`src/sv/mor_pkg.sv`:
```
// ----------------------------------------------------------------------------
// mor_pkg
// Shared constants, controller states and the command/status bundles of the
// maximal ones rectangle block.
// ----------------------------------------------------------------------------
package mor_pkg;

   localparam int CFG_W        = 10;
   localparam int AREA_W       = 19;
   localparam int AREA_MAX     = 524287;
   localparam int DEF_MAX_COLS = 512;
   localparam int DEF_MAX_ROWS = 512;

   localparam logic [CFG_W-1:0] CFG_RESET = 10'd512;

   // register indexes of the csr port
   localparam logic REG_COL_COUNT = 1'b0;
   localparam logic REG_ROW_COUNT = 1'b1;

   typedef enum logic [2:0] {
      ST_CLEAR,
      ST_IDLE,
      ST_UPDATE,
      ST_EV_READ,
      ST_EV_CMP,
      ST_EV_MAX,
      ST_ROW_END,
      ST_FINISH
   } state_type;

   typedef struct packed {
      logic accept;
      logic update;
      logic ev_read;
      logic ev_push;
      logic ev_pop;
      logic ev_max;
      logic row_end;
      logic finish;
      logic clear;
   } dp_cmd_type;

   typedef struct packed {
      logic row_last;
      logic matrix_last;
      logic ev_last;
      logic pop;
      logic clear_last;
      logic out_free;
   } dp_sts_type;

endpackage

```
`src/sv/mor_ctrl.sv`:
```
// ----------------------------------------------------------------------------
// mor_ctrl
// Sequencer: clearing pass, per-item height update, per-row stack
// evaluation and result hand-off.
// ----------------------------------------------------------------------------
module mor_ctrl (
   input  logic                clock,
   input  logic                reset,
   input  logic                req_valid,
   output logic                req_stall,
   input  mor_pkg::dp_sts_type sts,
   output mor_pkg::dp_cmd_type cmd
);
   import mor_pkg::*;

   state_type state_ff;
   state_type state_in;

   always_ff @(posedge clock) begin
      if (reset) begin
         state_ff <= ST_CLEAR;
      end else begin
         state_ff <= state_in;
      end
   end

   always_comb begin
      state_in = state_ff;
      case (state_ff)
         ST_CLEAR: begin
            if (sts.clear_last) state_in = ST_IDLE;
         end
         ST_IDLE: begin
            if (req_valid) state_in = ST_UPDATE;
         end
         ST_UPDATE: begin
            state_in = sts.row_last ? ST_EV_READ : ST_IDLE;
         end
         ST_EV_READ: begin
            state_in = ST_EV_CMP;
         end
         ST_EV_CMP: begin
            if (sts.pop) state_in = ST_EV_MAX;
            else if (sts.ev_last) state_in = ST_ROW_END;
            else state_in = ST_EV_READ;
         end
         ST_EV_MAX: begin
            state_in = ST_EV_CMP;
         end
         ST_ROW_END: begin
            state_in = sts.matrix_last ? ST_FINISH : ST_IDLE;
         end
         ST_FINISH: begin
            if (sts.out_free) state_in = ST_CLEAR;
         end
         default: begin
            state_in = ST_CLEAR;
         end
      endcase
   end

   always_comb begin
      cmd       = '0;
      req_stall = 1'b1;
      case (state_ff)
         ST_CLEAR: begin
            cmd.clear = 1'b1;
         end
         ST_IDLE: begin
            req_stall  = 1'b0;
            cmd.accept = req_valid;
         end
         ST_UPDATE: begin
            cmd.update = 1'b1;
         end
         ST_EV_READ: begin
            cmd.ev_read = 1'b1;
         end
         ST_EV_CMP: begin
            cmd.ev_pop  = sts.pop;
            cmd.ev_push = !sts.pop && !sts.ev_last;
         end
         ST_EV_MAX: begin
            cmd.ev_max = 1'b1;
         end
         ST_ROW_END: begin
            cmd.row_end = 1'b1;
         end
         ST_FINISH: begin
            cmd.finish = sts.out_free;
         end
         default: begin
            cmd = '0;
         end
      endcase
   end

endmodule

```
`config.mk`:
```
export PLATFORM = sky130hd
export DESIGN_NAME = mor_ctrl
export DESIGN_NICKNAME = d
export VERILOG_FILES = /design/src/sv/mor_pkg.sv /design/src/sv/mor_ctrl.sv
export SDC_FILE = /design/constraint.sdc
export NUM_CORES = 1
export LEC_CHECK = 0
export BUFFER_PORTS_ARGS = -buffer_cell sky130_fd_sc_hd__buf_2
export CORE_AREA = 10 10 47 49
export DETAILED_ROUTE_END_ITERATION = 6
export DIE_AREA = 0 0 57 59
export PLACE_DENSITY = 0.55
export SLEW_MARGIN = 20
export SYNTH_ARGS = -nofsm -noshare
export SYNTH_HDL_FRONTEND = slang
export SYNTH_SLANG_ARGS = --single-unit
export TNS_END_PERCENT = 10
```
`constraint.sdc`:
```
create_clock -name clock -period 2.6 [get_ports clock]
set_clock_uncertainty 0.05 [all_clocks]
set_input_delay 0.52 -clock clock [delete_from_list [all_inputs] [get_ports clock]]
set_output_delay 0.52 -clock clock [all_outputs]
set_load 0.1 [all_outputs]
```
-- Yosys cells after proc, flatten, opt, wreduce, memory -nomap -nowiden
Index checks and enable logic that the tools add are counted.
- input bits: 9
- register bits after elaboration: 3
- output and inout bits: 10
- muxes and demuxes: 17
- reductions and logical operators: 6
- equal/unequal tests: 10
- operators with widths (operator ; count):
    one-hot mux 3 bit (7 select lines) ; 1
    2-to-1 mux 3 bit ; 6
    == test 3 bit, second input constant ; 4
    2-to-1 mux 1 bit ; 8
    == test 3 x 2 -> 1 bit, second input constant ; 2
    != test 2 bit, second input constant ; 3
    2-to-1 mux 2 bit ; 2
    == test 3 x 1 -> 1 bit, second input constant ; 1
    zero test 3 bit ; 1
    AND reduction 3 bit ; 1
    zero test 1 bit ; 2
    OR reduction 2 bit ; 1
    logical AND 1 bit ; 1

-- Logic depth before layout (Yosys ltp)
Gate-level depths: netlist of the first run.
- depth in word-level cells: 3
- depth in mapped cells: 5
- depth with buffers taken out: 3

-- Least setup slack after synthesis of the first run
OpenSTA, ideal clock, no wires.
- path kind: register -> output
- from: register state_ff[2]
- to: output port cmd[4] (netlist name)
- cell stages (with the launch flop): 4
- arrival: 3.690 ns
- slack: -1.660 ns
- cell sequence: dfxtp_1 buf_2 inv_1 nor4b_1
- RTL lines (element ; line ; source):
    start, declared ; mor_ctrl.sv:16 ; state_type state_ff;
    start signal, assigned ; mor_ctrl.sv:23 ; state_ff <= state_in;
    end, declared ; mor_ctrl.sv:12 ; output mor_pkg::dp_cmd_type cmd

==> metrics.json, run 1 <==
{
  "cpMaxStageDelayCell": "sky130_fd_sc_hd__dfxtp_1",
  "max_slew.worst_pin.slew_ns": 0.578,
  "synth_largest_type_area_fraction_pct": 19.0,
  "leakage_nw": 0.201,
  "detailed_place.area_sq_um": 425,
  "synth_nets": 51,
  "clk_path_buf_depth": 2,
  "cts_num_sinks": 3,
  "max_freq_ghz": 0.449,
  "number_of_instances_in_the_synthesized_netlist": 42,
  "detail_route.drc_violations": 0,
  "place.gp.congestion": 0.726,
  "die_width_microns": 57,
  "ys_warn_count": 0,
  "timing.critical_path.required_ns": 2.03,
  "fin_nets": 71,
  "post_cts_resize_count": 0,
  "cap_viol_max_count": 0,
  "post_route_clock_period_utilization_pct": 85.8,
  "timing.critical_path.buf_inv": 2,
  "rel_slew_slack_pct": 61.4,
  "drtIter0Drc": 11,
  "detail_route.wirelength.met1_microns": 386,
  "timing.critical_path.fanout_max": 9,
  "cp_cell_sequence": "inv_1 > nor4b_2 > buf_2",
  "ys_top_cells_by_area": "sky130_fd_sc_hd__dfxtp_1 (19%), sky130_fd_sc_hd__and3_1 (7.9%), sky130_fd_sc_hd__nor3_1 (6.3%)",
  "critical_path.reg2reg.endpoint": "state_ff[1]$_SDFFE_PP0P_",
  "timing.final.crit_period_ns": 2.23,
  "total_number_of_h_tree_levels": 1,
  "async_flop_share_pct": 0,
  "wl_met3_microns": 84,
  "finalHoldViolations": 0,
  "initial_cell_density_of_the_core_pct": 22.6,
  "core_region_area_sq_mm": 0.00140,
  "ys_seq_elements": 3,
  "worst_skew_pair.late_latency_ns": 0.24,
  "first_global_vias": 393,
  "power_density_mw_per_mm2": 579,
  "maxUsedRoutingLayer": "met3",
  "post_layout_nonfiller_instances": 77,
  "grt_max_degree": 19,
  "ant_nets": 0,
  "worstHoldEndpoint": "state_ff[1]$_SDFFE_PP0P_",
  "insertedDiodeCount": 0,
  "largest_register_ffs": 3,
  "buffer_ports.inserted": 18,
  "area_growth_pct": 42.7,
  "drive_gt1_share_pct": 45.9,
  "critical-path-top-delay-family": "buffers and inverters",
  "routedWlPerCell_microns": 13.0,
  "result_of_the_run": "finished, final reports clean",
  "setup_violators_final": 0,
  "design_area_sq_um": 452,
  "critical_path.reg2reg.startpoint": "state_ff[1]$_SDFFE_PP0P_",
  "clk_pin_slew_worst_paths_ns": 0.04,
  "ctsRootBufferMaster": "sky130_fd_sc_hd__clkbuf_4",
  "worst_setup_path_start_kind": "flip-flop",
  "std_cell_rows": 14,
  "post_cts_buffers": 0,
  "cts_tree": "built",
  "dpl.hpwl_microns": 758,
  "critical_path_s_largest_stage_delay_ns": 0.48,
  "die_area_sq_mm": 0.00336,
  "grt_pass1_wl_microns": 1570,
  "initial_antenna_violation_count": 0,
  "detail_route.vias_per_cell": 4.75,
  "largestRegisters": "state_ff: 3 flops",
  "cell_depth_of_the_worst_flop_to_flop_path": 3,
  "synth.avg_cell_area_sq_um": 7.54,
  "ys_seq_area_share_pct": 19.0,
  "worst-r2r-setup-slack_ns": 1.17,
  "detailroute.wirelength.met2_microns": 527,
  "grt.total_usage_pct": 6.16,
  "synth_cell_types": 22,
  "worstSetupPathDepth": 3,
  "cts-hold-fix-buffers": 0,
  "synth-edff-count": 0,
  "global_route.overflow_total": 0,
  "drt-total-wl_microns": 998,
  "cts-buffers-inserted": 3,
  "dr_total_vias": 366,
  "syn-cell-area_sq_um": 317,
  "rsz0062_at_grt": "false",
  "worstSetupEndpointType": "primary output",
  "ys_top_cells_by_count": "sky130_fd_sc_hd__and3_1 (4), sky130_fd_sc_hd__nor3_1 (4)",
  "synth_area_leader_cell": "sky130_fd_sc_hd__dfxtp_1",
  "largest-register": "state_ff",
  "dpl.cell_count": 73,
  "drtPass1Iterations": 4,
  "maxSlewViolCount": 0,
  "floorplan.die.height_microns": 59,
  "hold-path-cell-count": 2,
  "timing_worst_setup_path_type": "reg2out",
  "synthFlopType": "sky130_fd_sc_hd__dfxtp_1",
  "pin_count": 19,
  "min_from": "reset",
  "peakVddDrop_v": 0.000226,
  "min-delay-path-class": "in2reg",
  "worst-endpoint-arrival_ns": 1.66
}
[power breakdown]
group | switching (W) | internal [W] | total [W]
clock | 0.0000260 | 0.0000577 | 0.0000837
sequential | 0.00000712 | 0.0000501 | 0.0000572
combinational | 0.0000929 | 0.0000276 | 0.000121
[cell families (layout without fill, tap and decap cells)]
logic type | count (synthesis) | after routing | synth area share, %
and+or+nand+nor | 26 | 26 | 52.6
DFF | 3 | 3 | 19.0
buffers and inverters | 6 | 25 | 10.7
AOI/OAI and AO/OA | 7 | 7 | 17.8
[metal layers]
layer,track usage (%),vias up
met2,10.4,11
met3,3.43,0
li1,-,191
met4,7.05,0
met5,0,-
met1,4.59,164
[worst register-to-register path, delay by kind of cell (launching register included)]
family           cells  cell delay, ns
AND/OR/NAND/NOR      1            0.12
AO/OA/AOI/OAI        2            0.50
flip-flops           1            0.68
[cells in the final DEF, fill, tap and decap left out]
cell type                  synthesis  final
sky130_fd_sc_hd__o21ai_0           1      1
sky130_fd_sc_hd__nand3_1           2      2
sky130_fd_sc_hd__nor2b_1           3      3
sky130_fd_sc_hd__a311oi_2          1      1
sky130_fd_sc_hd__buf_4             0      1
sky130_fd_sc_hd__a21oi_1           2      2
sky130_fd_sc_hd__buf_2             3     18
sky130_fd_sc_hd__nand2_1           2      2
sky130_fd_sc_hd__nand2b_1          1      1
sky130_fd_sc_hd__o311ai_0          1      1
sky130_fd_sc_hd__clkbuf_1          0      1
sky130_fd_sc_hd__nor2b_4           1      1
sky130_fd_sc_hd__nor2_1            3      3
sky130_fd_sc_hd__inv_1             2      2
sky130_fd_sc_hd__or3_1             1      1
sky130_fd_sc_hd__and3_1            4      4
sky130_fd_sc_hd__o311a_1           1      1
sky130_fd_sc_hd__nor4b_2           1      3
sky130_fd_sc_hd__dfxtp_1           3      3
sky130_fd_sc_hd__o31ai_1           1      1
sky130_fd_sc_hd__nor3_2            0      1
sky130_fd_sc_hd__nand3b_1          2      2
sky130_fd_sc_hd__clkbuf_4          0      3
sky130_fd_sc_hd__nor3_1            4      3
[final cells by class]
cell class	instances	area [sq um]
fill	169	950
sequential	3	60.1
clock buffer	4	26.3
timing repair buffer	19	97.6
inverter	2	7.51
tap	16	20.0
multi-input combinational	33	240
[metrics by stage]
step           TNS (ns)  hold WS, ns  utilization (%)  power (W)  worst slack [ns]
2_1_floorplan     -1.15        0.516                -   0.000156            -0.581
4_1_cts               0        0.470             32.2   0.000265             0.374
3_5_place_dp          0        0.606             30.4   0.000179             0.656
6_report              0        0.475             32.2   0.000261             0.370
3_3_place_gp          0        0.627             30.4   0.000180             0.642
5_1_grt               0        0.471             32.2   0.000280             0.283
[how the worst max path moves through the flow]
| stage | startpoint | endpoint | slack (ns) |
|---|---|---|---|
| after global routing | state_ff[1]$_SDFFE_PP0P_ | cmd[1] | 0.28 |
| after global placement | state_ff[1]$_SDFFE_PP0P_ | cmd[1] | 0.64 |
| final | state_ff[2]$_SDFFE_PP0P_ | cmd[4] | 0.37 |
| after CTS | state_ff[2]$_SDFFE_PP0P_ | cmd[4] | 0.37 |
| after detailed placement | state_ff[2]$_SDFFE_PP0P_ | cmd[4] | 0.66 |
| after floorplan | state_ff[1]$_SDFFE_PP0P_ | cmd[0] | -0.58 |
No activity file was read; power rests on OpenSTA's default activity.
==> run 2: changes to the inputs <==
--- a/config.mk
+++ b/config.mk
@@ -10,6 +10,7 @@
 export DETAILED_ROUTE_END_ITERATION = 6
 export DIE_AREA = 0 0 57 59
 export PLACE_DENSITY = 0.55
+export RECOVER_POWER = 25
 export SLEW_MARGIN = 20
 export SYNTH_ARGS = -nofsm -noshare
 export SYNTH_HDL_FRONTEND = slang
==> run 2 against run 1 <==
Effect of this change:
- hold slack got worse by 0.011 ns
- utilization fell by 0.45 points
- setup slack improved by 0.0046 ns
- sequential power barely moved
- via count fell by 0.55%
- die area did not move
- sequential share of layout area rose by 0.19 points
- final area fell by 1.4%
- largest power group unchanged
- highest routed layer unchanged
==> metrics.json, run 2 (same netlist as run 1, synthesis figures left out) <==
{
  "peakVddDrop": {"value": 0.000225, "unit": "V", "change": "was 0.000226 V"},
  "first_global_vias": {"value": 393, "change": "unchanged"},
  "post_layout_nonfiller_instances": {"value": 77, "change": "unchanged"},
  "routedWlPerCell": {"value": 13.0, "unit": "microns", "change": "about the same"},
  "filler_cell_count": {"value": 171, "change": "was 169"},
  "total_number_of_h_tree_levels": {"value": 1, "change": "unchanged"},
  "detail_route.vias_per_cell": {"value": 4.73, "change": "was 4.75"},
  "layout.cells.most_common": {"value": "sky130_fd_sc_hd__buf_2", "change": "unchanged"},
  "buffer_ports.inserted": {"value": 18, "change": "unchanged"},
  "grt_max_degree": {"value": 19, "change": "unchanged"},
  "global_route.overflow_total": {"value": 0, "change": "unchanged"},
  "timing.critical_path.fanout_max": {"value": 9, "change": "unchanged"},
  "cts_tree": {"value": "built", "change": "unchanged"},
  "dpl.cell_count": {"value": 73, "change": "unchanged"},
  "dr_total_vias": {"value": 364, "change": "was 366"},
  "post_cts_resize_count": {"value": 0, "change": "unchanged"},
  "max_freq": {"value": 0.449, "unit": "GHz", "change": "about the same"},
  "min-delay-path-class": {"value": "in2reg", "change": "unchanged"},
  "core_region_area": {"value": 0.00140, "unit": "sq mm", "change": "unchanged"},
  "total_power": {"value": 0.000261, "unit": "W", "change": "about the same"},
  "clk_path_buf_depth": {"value": 2, "change": "unchanged"},
  "largest_register_ffs": {"value": 3, "change": "unchanged"},
  "detail_route.drc_violations": {"value": 0, "change": "unchanged"},
  "global_route.usage.met2": {"value": 10.4, "unit": "%", "change": "unchanged"},
  "timing.critical_path.required": {"value": 2.03, "unit": "ns", "change": "about the same"},
  "ctsRootBufferMaster": {"value": "sky130_fd_sc_hd__clkbuf_4", "change": "unchanged"},
  "layout.cells.most_common_list": {"value": "sky130_fd_sc_hd__buf_2 (18), sky130_fd_sc_hd__and3_1 (4)", "change": "unchanged"},
  "worst_setup_path_start_kind": {"value": "flip-flop", "change": "unchanged"},
  "cp_cell_sequence": {"value": "inv_1 > nor4b_2 > buf_2", "change": "unchanged"},
  "initial_cell_density_of_the_core": {"value": 22.6, "unit": "%", "change": "unchanged"},
  "cts_num_sinks": {"value": 3, "change": "unchanged"},
  "ant_nets": {"value": 0, "change": "unchanged"},
  "clk_pin_slew_worst_paths": {"value": 0.04, "unit": "ns", "change": "about the same"},
  "cts-buffers-inserted": {"value": 3, "change": "unchanged"},
  "cap_viol_max_count": {"value": 0, "change": "unchanged"},
  "drive_gt1_share": {"value": 44.3, "unit": "%", "change": "was 45.9%"},
  "rel_slew_slack": {"value": 61.6, "unit": "%", "change": "was 61.4%"},
  "worst_skew_pair.late_latency": {"value": 0.24, "unit": "ns", "change": "about the same"},
  "floorplan.die.height": {"value": 59, "unit": "microns", "change": "unchanged"},
  "timing_worst_setup_path_type": {"value": "reg2out", "change": "unchanged"},
  "largestRegisters": {"value": "state_ff: 3 flops", "change": "unchanged"},
  "grt.total_usage": {"value": 6.16, "unit": "%", "change": "unchanged"},
  "place.gp.congestion": {"value": 0.726, "change": "unchanged"},
  "fin_nets": {"value": 71, "change": "unchanged"},
  "cpMaxStageDelayCell": {"value": "sky130_fd_sc_hd__dfxtp_1", "change": "unchanged"},
  "post_route_clock_period_utilization": {"value": 85.6, "unit": "%", "change": "was 85.8%"},
  "rsz0062_at_grt": {"value": "false", "change": "unchanged"},
  "largest-register": {"value": "state_ff", "change": "unchanged"},
  "initial_antenna_violation_count": {"value": 0, "change": "unchanged"},
  "drtIter0Drc": {"value": 6, "change": "was 11"},
  "power_density": {"value": 585, "unit": "mW/mm^2", "change": "was 579 mW/mm^2"},
  "setup_violators_final": {"value": 0, "change": "unchanged"},
  "max_slew.worst_pin.slew": {"value": 0.575, "unit": "ns", "change": "was 0.578 ns"},
  "grtUsageMet3": {"value": 3.43, "unit": "%", "change": "unchanged"},
  "drt-total-wl": {"value": 999, "unit": "microns", "change": "was 998 microns"},
  "timing.final.crit_period": {"value": 2.22, "unit": "ns", "change": "was 2.23 ns"},
  "dpl.hpwl": {"value": 758, "unit": "microns", "change": "unchanged"},
  "worstSetupEndpointType": {"value": "primary output", "change": "unchanged"},
  "result_of_the_run": {"value": "finished, final reports clean", "change": "unchanged"},
  "die_area": {"value": 0.00336, "unit": "sq mm", "change": "unchanged"},
  "maxSlewViolCount": {"value": 0, "change": "unchanged"},
  "gr-usage-met1": {"value": 4.59, "unit": "%", "change": "unchanged"},
  "insertedDiodeCount": {"value": 0, "change": "unchanged"},
  "drtPass1Iterations": {"value": 4, "change": "unchanged"},
  "cts-hold-fix-buffers": {"value": 0, "change": "unchanged"},
  "pin_count": {"value": 19, "change": "unchanged"},
  "post_cts_buffers": {"value": 0, "change": "unchanged"},
  "globalRoute.busiestLayer": {"value": "met2", "change": "unchanged"},
  "critical_path_s_largest_stage_delay": {"value": 0.48, "unit": "ns", "change": "about the same"},
  "finalHoldViolations": {"value": 0, "change": "unchanged"},
  "grt_pass1_wl": {"value": 1570, "unit": "microns", "change": "unchanged"},
  "area_growth": {"value": 40.7, "unit": "%", "change": "was 42.7%"},
  "leakage": {"value": 0.200, "unit": "nW", "change": "was 0.201 nW"},
  "worst-endpoint-arrival": {"value": 1.65, "unit": "ns", "change": "was 1.66 ns"},
  "std_cell_rows": {"value": 14, "change": "unchanged"},
  "die_width": {"value": 57, "unit": "microns", "change": "unchanged"}
}
run 2: worst max-delay path: cells and delay by family (launching register included):
family	cells	cell delay, ns
flops	1	0.48
simple gates	1	0.27
buf+inv	2	0.66
run 2: layer usage:
metal  vias to the layer above  share of wire, %
li1                        191                 -
met1                       162                39
met2                        11                52
met3                         0               8.4
met4                         0                 0
met5                         -                 0
run 2: path summary, 6_finish.rpt:
path                                    to  slack (ns)                startpoint  cells after the start
hold reg to reg   state_ff[1]$_SDFFE_PP0P_        0.61  state_ff[0]$_SDFFE_PP0P_                      3
hold / removal    state_ff[1]$_SDFFE_PP0P_        0.46                     reset                      2
setup / recovery                    cmd[4]        0.38  state_ff[2]$_SDFFE_PP0P_                      3
setup reg to reg  state_ff[1]$_SDFFE_PP0P_        1.17  state_ff[1]$_SDFFE_PP0P_                      3
run 2: power by group:
| part | total, W | internal [W] | switching, W |
|---|---|---|---|
| registers | 0.0000571 | 0.0000501 | 0.00000708 |
| logic | 0.000120 | 0.0000273 | 0.0000926 |
| clock network | 0.0000837 | 0.0000577 | 0.0000261 |
| total | 0.000261 | 0.000135 | 0.000126 |
run 2: stage by stage:
stage                     utilization (%)  cell area, sq um  worst slack [ns]  hold WS, ns  setup TNS (ns)
after global routing                 31.8               445             0.283        0.460               0
after global placement               30.4               425             0.642        0.627               0
after detailed placement             30.4               425             0.656        0.606               0
after floorplan                         -               334            -0.581        0.516           -1.15
after CTS                            32.2               452             0.374        0.470               0
final                                31.8               445             0.375        0.464               0
run 2: layout make-up:
cell class	count	area, sq um	share of cell area (%)
Inverter	2	7.51	1.69
Sequential cell	3	60.1	13.5
Timing Repair Buffer	19	97.6	21.9
Multi-Input combinational cell	33	234	52.5
Tap cell	16	20.0	4.49
Clock buffer	4	26.3	5.90
